File: config.mk
export PLATFORM = sky130hd
export DESIGN_NAME = hsl_to_rgb_convert_unit
export DESIGN_NICKNAME = d
export VERILOG_FILES = /design/src/hdl/hrgb_pkg.sv /design/src/hdl/hsl_to_rgb_convert_unit.sv /design/src/hdl/hrgb_cdiv_step.sv
export SDC_FILE = /design/constraint.sdc
export NUM_CORES = 2
export LEC_CHECK = 0
export BUFFER_PORTS_ARGS = -buffer_cell sky130_fd_sc_hd__buf_2
export CORE_ASPECT_RATIO = 1.25
export CORE_MARGIN = 2
export CORE_UTILIZATION = 60
export CTS_CLUSTER_DIAMETER = 30
export DETAILED_ROUTE_END_ITERATION = 8
export PLACE_DENSITY_LB_ADDON = 0.1
export SYNTH_ARGS = -nofsm -noshare
export SYNTH_HDL_FRONTEND = slang
export SYNTH_SLANG_ARGS = --single-unit
File: constraint.sdc
create_clock -name clk_i -period 17.9 [get_ports clk_i]
set_input_delay 4.475 -clock clk_i [delete_from_list [all_inputs] [get_ports clk_i]]
set_output_delay 4.475 -clock clk_i [all_outputs]
set_load 0.01 [all_outputs]
File: src/hdl/hrgb_pkg.sv
// Shared constants, widths and the hue segment weight for the HSL to RGB converter.
// No dependencies; imported by the converter top level.
`default_nettype none

package hrgb_pkg;

  // Field and intermediate widths.
  localparam int unsigned HUE_W = 13;
  localparam int unsigned PCT_W = 14;
  localparam int unsigned K_W   = 10;  // segment weight, 0..960
  localparam int unsigned M_W   = 13;  // min(L, full - L), 0..6400
  localparam int unsigned E_W   = 27;  // S * min(L, full - L)
  localparam int unsigned P_W   = 28;  // p and L * full
  localparam int unsigned W_W   = 37;  // per-channel numerator before scaling

  // Hue points, in 1/16 degree.
  localparam logic [HUE_W-1:0] HUE_TURN       = 13'd5760;
  localparam logic [HUE_W-1:0] HUE_THIRD      = 13'd1920;
  localparam logic [HUE_W-1:0] HUE_SIXTH      = 13'd960;
  localparam logic [HUE_W-1:0] HUE_HALF       = 13'd2880;
  localparam logic [HUE_W-1:0] HUE_TWO_THIRDS = 13'd3840;

  // Percent scale, 1/128 percent.
  localparam logic [PCT_W-1:0] PCT_FULL = 14'd12800;
  localparam logic [PCT_W-1:0] PCT_HALF = 14'd6400;

  // Weight of p in the channel numerator (half of one sixth turn).
  localparam logic [9:0] P_WEIGHT = 10'd480;

  // Channel scaling: result = floor((w * full_scale + 2^22 * 9375) / (2^23 * 9375)).
  localparam int unsigned     RGB_SHIFT = 23;
  localparam int unsigned     RGB_DIV   = 9375;
  localparam int unsigned     RGB_REM_W = 14;
  localparam logic [W_W-1:0]  RGB_RND   = 37'd39321600000;

  // Opacity scaling: result = floor((a * full_scale + 6400) / (2^9 * 25)).
  localparam int unsigned A_SHIFT = 9;
  localparam int unsigned A_DIV   = 25;
  localparam int unsigned A_REM_W = 5;

  // Quotient bits resolved per divider pipeline stage.
  localparam int unsigned DIV_STEPS = 4;

  // Piecewise weight k of (q - p) for a wrapped hue fraction t.
  function automatic logic [K_W-1:0] seg_weight(input logic [HUE_W-1:0] t);
    logic [HUE_W-1:0] r;
    if (t < HUE_SIXTH) begin
      r = t;
    end else if (t < HUE_HALF) begin
      r = HUE_SIXTH;
    end else if (t < HUE_TWO_THIRDS) begin
      r = HUE_TWO_THIRDS - t;
    end else begin
      r = '0;
    end
    return r[K_W-1:0];
  endfunction

endpackage

`default_nettype wire

File: src/hdl/hsl_to_rgb_convert_unit.sv
// HSLA to RGBA pixel converter, top level with its full pipeline.
// Depends on hrgb_pkg and hrgb_cdiv_step.
//
// Takes one pixel request per clock and returns one per clock with no gaps while
// out_ready_i stays high. Each request passes the four front stages, then the
// divider stages, which do the rounding division by 9375 (and by 25 for opacity)
// and resolve four quotient bits per stage. The front stages wrap and clamp the
// inputs, form p and the channel slope, weight each channel's hue segment, and
// scale to full range. Valid bits travel with the data and each stage advances on
// its own, so bubbles close up under back pressure and the input stays ready while
// empty stages remain. Inputs above range are wrapped (hue) or clamped to full.
`default_nettype none

module hsl_to_rgb_convert_unit import hrgb_pkg::*; #(
  parameter int unsigned OUT_BITS = 16
) (
  input  logic                clk_i,
  input  logic                rst_ni,
  input  logic                in_valid_i,
  output logic                in_ready_o,
  input  logic [HUE_W-1:0]    hue_i,
  input  logic [PCT_W-1:0]    saturation_i,
  input  logic [PCT_W-1:0]    lightness_i,
  input  logic [PCT_W-1:0]    alpha_i,
  output logic                out_valid_o,
  input  logic                out_ready_i,
  output logic [OUT_BITS-1:0] red_o,
  output logic [OUT_BITS-1:0] green_o,
  output logic [OUT_BITS-1:0] blue_o,
  output logic [OUT_BITS-1:0] opacity_o
);

  localparam int unsigned NSTG   = (OUT_BITS + DIV_STEPS - 1) / DIV_STEPS;
  localparam int unsigned QT_W   = NSTG * DIV_STEPS;
  localparam int unsigned NST    = 4 + NSTG;
  localparam int unsigned X_W    = W_W + OUT_BITS;
  localparam int unsigned XA_W   = PCT_W + OUT_BITS;
  localparam int unsigned YA_W   = XA_W - A_SHIFT;
  localparam int unsigned CACC_W = RGB_REM_W + QT_W;
  localparam int unsigned AACC_W = A_REM_W + QT_W;

  localparam logic [RGB_REM_W-1:0] RGB_REM_LIM = RGB_REM_W'(RGB_DIV);
  localparam logic [A_REM_W-1:0]   A_REM_LIM   = A_REM_W'(A_DIV);

  // ---------------------------------------------------------------- control
  logic [NST-1:0] vld_q;
  logic [NST-1:0] adv;

  always_comb begin
    adv[NST-1] = !vld_q[NST-1] || out_ready_i;
    for (int k = NST - 2; k >= 0; k--) begin
      adv[k] = !vld_q[k] || adv[k+1];
    end
  end

  always_ff @(posedge clk_i or negedge rst_ni) begin
    if (!rst_ni) begin
      vld_q <= '0;
    end else begin
      if (adv[0]) begin
        vld_q[0] <= in_valid_i;
      end
      for (int k = 1; k < NST; k++) begin
        if (adv[k]) begin
          vld_q[k] <= vld_q[k-1];
        end
      end
    end
  end

  assign in_ready_o  = adv[0];
  assign out_valid_o = vld_q[NST-1];

  // ---------------------------------------------------------------- stage 1
  logic [HUE_W-1:0]  hue_w, t_red_raw;
  logic [HUE_W-1:0]  t_ch [3];
  logic [PCT_W-1:0]  sat_c, light_c, alpha_c;
  logic [M_W-1:0]    m_d;
  logic [XA_W-1:0]   xa;

  always_comb begin
    hue_w     = (hue_i >= HUE_TURN) ? hue_i - HUE_TURN : hue_i;
    t_red_raw = hue_w + HUE_THIRD;
    t_ch[0]   = (t_red_raw >= HUE_TURN) ? t_red_raw - HUE_TURN : t_red_raw;
    t_ch[1]   = hue_w;
    t_ch[2]   = (hue_w >= HUE_THIRD) ? hue_w - HUE_THIRD : hue_w + (HUE_TURN - HUE_THIRD);
    sat_c     = (saturation_i > PCT_FULL) ? PCT_FULL : saturation_i;
    light_c   = (lightness_i > PCT_FULL) ? PCT_FULL : lightness_i;
    alpha_c   = (alpha_i > PCT_FULL) ? PCT_FULL : alpha_i;
    // q - p is twice S * min(L, full - L), for either half of lightness.
    m_d       = (light_c < PCT_HALF) ? light_c[M_W-1:0] : M_W'(PCT_FULL - light_c);
    // alpha * (2^OUT_BITS - 1) plus half of 12800 for rounding.
    xa        = {alpha_c, OUT_BITS'(0)} - XA_W'(alpha_c) + XA_W'(PCT_HALF);
  end

  logic [PCT_W-1:0] sat1_q, light1_q;
  logic [M_W-1:0]   m1_q;
  logic [K_W-1:0]   k1_q [3];
  logic [YA_W-1:0]  ya1_q;

  always_ff @(posedge clk_i) begin
    if (adv[0]) begin
      sat1_q   <= sat_c;
      light1_q <= light_c;
      m1_q     <= m_d;
      for (int c = 0; c < 3; c++) begin
        k1_q[c] <= seg_weight(t_ch[c]);
      end
      ya1_q    <= xa[XA_W-1:A_SHIFT];
    end
  end

  // ---------------------------------------------------------------- stage 2
  logic [E_W-1:0]  e_d;
  logic [P_W-1:0]  lt_d;
  logic [E_W-1:0]  e2_q;
  logic [P_W-1:0]  p2_q;
  logic [K_W-1:0]  k2_q [3];
  logic [YA_W-1:0] ya2_q;

  assign e_d  = E_W'(sat1_q) * E_W'(m1_q);
  assign lt_d = P_W'(light1_q) * P_W'(PCT_FULL);

  always_ff @(posedge clk_i) begin
    if (adv[1]) begin
      e2_q  <= e_d;
      p2_q  <= lt_d - P_W'(e_d);
      k2_q  <= k1_q;
      ya2_q <= ya1_q;
    end
  end

  // ---------------------------------------------------------------- stage 3
  // Half of the channel numerator: 480 * p + k * (q - p) / 2.
  logic [W_W-1:0]  w3_q [3];
  logic [YA_W-1:0] ya3_q;

  always_ff @(posedge clk_i) begin
    if (adv[2]) begin
      for (int c = 0; c < 3; c++) begin
        w3_q[c] <= W_W'(p2_q) * W_W'(P_WEIGHT) + W_W'(k2_q[c]) * W_W'(e2_q);
      end
      ya3_q <= ya2_q;
    end
  end

  // ---------------------------------------------------------------- stage 4
  logic [X_W-1:0]    x_rgb [3];
  logic [CACC_W-1:0] cacc_q [NSTG+1][3];
  logic [AACC_W-1:0] aacc_q [NSTG+1];

  always_comb begin
    for (int c = 0; c < 3; c++) begin
      x_rgb[c] = {w3_q[c], OUT_BITS'(0)} - X_W'(w3_q[c]) + X_W'(RGB_RND);
    end
  end

  // The dividend is below divisor * 2^OUT_BITS, so its bits above the quotient
  // field already form a valid starting remainder.
  always_ff @(posedge clk_i) begin
    if (adv[3]) begin
      for (int c = 0; c < 3; c++) begin
        cacc_q[0][c] <= CACC_W'(x_rgb[c][X_W-1:RGB_SHIFT]);
      end
      aacc_q[0] <= AACC_W'(ya3_q);
    end
  end

  // ---------------------------------------------------------------- divider stages
  for (genvar j = 1; j <= NSTG; j++) begin : g_div
    logic [CACC_W-1:0] cnext [3];
    logic [AACC_W-1:0] anext;

    for (genvar c = 0; c < 3; c++) begin : g_ch
      hrgb_cdiv_step #(
        .DIVISOR (RGB_DIV),
        .REM_W   (RGB_REM_W),
        .QT_W    (QT_W),
        .STEPS   (DIV_STEPS)
      ) u_rgb_div (
        .acc_i (cacc_q[j-1][c]),
        .acc_o (cnext[c])
      );
    end

    hrgb_cdiv_step #(
      .DIVISOR (A_DIV),
      .REM_W   (A_REM_W),
      .QT_W    (QT_W),
      .STEPS   (DIV_STEPS)
    ) u_alpha_div (
      .acc_i (aacc_q[j-1]),
      .acc_o (anext)
    );

    always_ff @(posedge clk_i) begin
      if (adv[3+j]) begin
        cacc_q[j] <= cnext;
        aacc_q[j] <= anext;
      end
    end
  end

  assign red_o     = cacc_q[NSTG][0][OUT_BITS-1:0];
  assign green_o   = cacc_q[NSTG][1][OUT_BITS-1:0];
  assign blue_o    = cacc_q[NSTG][2][OUT_BITS-1:0];
  assign opacity_o = aacc_q[NSTG][OUT_BITS-1:0];

  // ---------------------------------------------------------------- assertions
  a_full_when_blocked: assert property (@(posedge clk_i) disable iff (!rst_ni)
    !in_ready_o |-> &vld_q)
    else $error("input held off while a pipeline stage is empty");

  a_stage_moves: assert property (@(posedge clk_i) disable iff (!rst_ni)
    (vld_q[0] && adv[1]) |=> vld_q[1])
    else $error("request lost between the first two stages");

  a_slope_range: assert property (@(posedge clk_i) disable iff (!rst_ni)
    vld_q[0] |-> (m1_q <= M_W'(PCT_HALF)))
    else $error("lightness distance from the nearer end exceeds one half");

  a_start_rem: assert property (@(posedge clk_i) disable iff (!rst_ni)
    vld_q[3] |-> ((cacc_q[0][0][CACC_W-1:QT_W] < RGB_REM_LIM) &&
                  (cacc_q[0][1][CACC_W-1:QT_W] < RGB_REM_LIM) &&
                  (cacc_q[0][2][CACC_W-1:QT_W] < RGB_REM_LIM) &&
                  (aacc_q[0][AACC_W-1:QT_W] < A_REM_LIM)))
    else $error("divider starting remainder not below its divisor");

endmodule

`default_nettype wire

File: src/hdl/hrgb_cdiv_step.sv
// STEPS restoring steps of a long division by a constant divisor.
// Standalone; instantiated once per lane in each divider stage of the converter.
`default_nettype none

module hrgb_cdiv_step #(
  parameter int unsigned DIVISOR = 9375,
  parameter int unsigned REM_W   = 14,
  parameter int unsigned QT_W    = 16,
  parameter int unsigned STEPS   = 4
) (
  input  logic [REM_W+QT_W-1:0] acc_i,
  output logic [REM_W+QT_W-1:0] acc_o
);

  localparam logic [REM_W:0] DIV_C = (REM_W + 1)'(DIVISOR);

  // The upper field is the partial remainder; the lower field shifts dividend bits
  // out at the top while quotient bits enter at the bottom.
  always_comb begin : step_blk
    logic [REM_W-1:0] rem;
    logic [QT_W-1:0]  bits;
    logic [REM_W:0]   cand;
    rem  = acc_i[REM_W+QT_W-1:QT_W];
    bits = acc_i[QT_W-1:0];
    cand = '0;
    for (int i = 0; i < STEPS; i++) begin
      cand = {rem, bits[QT_W-1]};
      if (cand >= DIV_C) begin
        rem  = REM_W'(cand - DIV_C);
        bits = {bits[QT_W-2:0], 1'b1};
      end else begin
        rem  = cand[REM_W-1:0];
        bits = {bits[QT_W-2:0], 1'b0};
      end
    end
    acc_o = {rem, bits};
  end

endmodule

`default_nettype wire

==> results.md <==
- CORE AREA: 0.161 mm²
- Arrival time at the worst endpoint: 7.55 ns
- #FFs+latches synth: ~840
- Unrepaired setup endpoints after global routing: false
- Via count: 75100
- Die Span X: about 360 µm
- Clock transition at path regs: 0.05 ns
- Layout cells sized above 1: 0.0703
- Synth area leader: edfxtp_1
- Grt total ovfl: 0
- Std-Cell Rows: 165
- Worst Skew: around 0.058 ns
- Final ANT Viol Nets: 0
- Share of synthesized flip-flops with an asynchronous set or reset: 0.00948
- Final hold viol count: 0
- Internal reg-to-reg setup slack: 8.13 ns
- Detailed placement HPWL: between 150000 and 200000 µm
- Setup tns final: 0 ns
- Largest net degree at the start of global routing: just over 70
- First-pass GRT wire length: 381000 µm
- Synth warn: 0
- Initial antenna violation count: 5
- Fillers: 13400
- Post-synthesis sequential area ratio: 0.260
- Worst hold stages: 0
- Worst-Skew Late Latency: 0.82 ns
- Post-CTS Hold Fix Bufs: 0
- Fin. max-slew vios: 0
- CP startpoint kind: input pin
- Max FO, Critical Path: 43
- # setup viols final: 0
- CP endpoint kind: primary output
- CTS tree: done
- Post-cts resize count: 0
- Synth top area share: 0.258
- Synthesized area: 0.0974 mm²
- # port buffers: 124
- Total Wirelength: 233000 µm
- Via/cell ratio: 5.88
- R2R depth: 39
- Number of flops mapped to enable cells by yosys: 836
- Fin worst setup slack: 5.87 ns
- Die area: 0.166 mm²
- Post-place setup slack: about 5.8 ns
- DR WL/cell: 18.3 µm
- Vias in the first global route: roughly 76000
- Hold path start: k1_q[9]$_DFFE_PP_
- Ys flop type: edfxtp_1
- Fin crit share: 0.672
- Fmax: 83.1 MHz
- Seq. cell area: approximately 0.025 mm²
- DRT iter0 DRCs: about 4500
- Post-synth top cells: inv_1 (1453), nand2_1 (1104), fa_1 (884), edfxtp_1 (836), ha_1 (631)
- Postcts setup bufs: 0
- GPL Wtd Cong: approximately 0.9
- Combined area of the multi-input logic cells: 0.0645 mm²
- H-tree depth: 4
- DP Area: 0.0993 mm²
- Worst r2r src: e2_q[0]$_DFFE_PP_
- Die height: 455 µm
- Syn nets: approximately 12000
- Avg Inst Size Synth: roughly 9.3 µm²
- Area contributors post-synth: edfxtp_1 (26%), fa_1 (18%), ha_1 (8.1%), inv_1 (5.6%), xnor2_1 (5.1%)
- Slew @ Worst Pin: about 1.3 ns
- CTS root buf: clkbuf_16
- Mapped Cells: 10500
- Outcome: finished clean
- Post-synth cell types: 137
- CTS buffer count: roughly 170
- Most common cell in the netlist: inv_1
- Design area: 0.105 mm²
- Reg2Reg Capture Point: w3_q[0][36]$_DFFE_PP_
- I/O pins: 125
- Max cap viols: 0
- Residual DRC count: 0
- Hold Path Sink: k2_q[9]$_DFFE_PP_
- Drt first pass iters: 6
- Sink Count: approximately 840
- Crit Path Class: in2out
- Initial core utilization: 0.604
- Minimum clock period: 12.03 ns
- Area delta synth->final: 7.97%
- Worst hold path class: reg2reg
- Final nets: ~12000
- Gr usage total: 0.284
- CTS Buffer Depth: 3
- Max_slew headroom: 0.155
- CP required: 13.43 ns
[worst max path at each step]
| stage | end | from | slack [ns] | depth (start not counted) |
|---|---|---|---|---|
| 2_1_floorplan | in_ready_o | out_ready_i | 0.59 | 6 |
| 3_3_place_gp | in_ready_o | out_ready_i | 5.88 | 8 |
| 4_1_cts | in_ready_o | out_ready_i | 5.76 | 8 |
| 5_1_grt | in_ready_o | out_ready_i | 5.56 | 8 |
| 3_5_place_dp | in_ready_o | out_ready_i | 5.77 | 8 |
| 6_report | in_ready_o | out_ready_i | 5.87 | 8 |
[placed cells by master (no fill, tap or decap), types with 170 or more instances in the layout]
cell type and instances:
nand3_1 196, a21oi_1 439, nand2_1 1101, o21ai_0 379, and2_1 521, inv_1 1451
xor2_1 296, fa_1 884, edfxtp_1 836, xnor2_1 569, clkbuf_16 170, nor2_1 551
ha_1 631
[state kept, by name, summed over array words and instances (netlist names)]
register and count:
ya1_q 21, vld_q 8, p2_q 27, sat1_q 14, e2_q 27, ya3_q 21
m1_q 12, w3_q 111, ya2_q 21, k1_q 30, aacc_q 100, light1_q 14
k2_q 30, cacc_q 408
[critical path, stage by stage]
cell     delay [ns]
buf_2          0.10
nor2b_1        0.42
nand3_4        0.60
nor2_1         0.70
nand3_4        0.35
inv_1          0.27
nand3_4        0.34
buf_2          0.27
[stage by stage]
step	hold WS, ns	util	std cells
6_report	0.397	0.652	12800
4_1_cts	0.390	0.652	12800
3_3_place_gp	0.400	0.615	12500
3_5_place_dp	0.405	0.615	12500
2_1_floorplan	0.400	-	10500
5_1_grt	0.402	0.652	12800
[cells by family (layout without fill, tap and decap cells)]
kind of cell / Yosys count / count (layout) / synth area share
fa+ha+maj: 1515 / 1515 / 0.263
other cells: 0 / 1 / 0
simple gates: 3285 / 3285 / 0.170
buf+inv: 1934 / 1999 / 0.0790
flops: 844 / 844 / 0.260
xor+xnor: 866 / 866 / 0.0779
mux: 145 / 145 / 0.0156
compound gates: 1940 / 1940 / 0.135
[layout make-up]
| type | instances | area share |
|---|---|---|
| Clock inverter | 128 | 0.0146 |
| Antenna cell | 1 | 0.0000238 |
| Timing Repair Buffer | 212 | 0.0122 |
| Multi-Input combinational cell | 7751 | 0.613 |
| Inverter | 1473 | 0.0526 |
| Sequential cell | 844 | 0.241 |
| Clock buffer | 186 | 0.0410 |
| Tap cell | 2171 | 0.0258 |
[layer usage]
| metal | share of wire | GRT usage |
|---|---|---|
| met1 | 0.38 | 0.327 |
| met2 | 0.52 | 0.520 |
| met3 | 0.045 | 0.0363 |
| met4 | 0.050 | 0.136 |
| met5 | 0 | 0 |
Power is left out: the tool's default activity adds up to more than one toggle a clock period on the data nets, which glitch-free logic cannot reach.
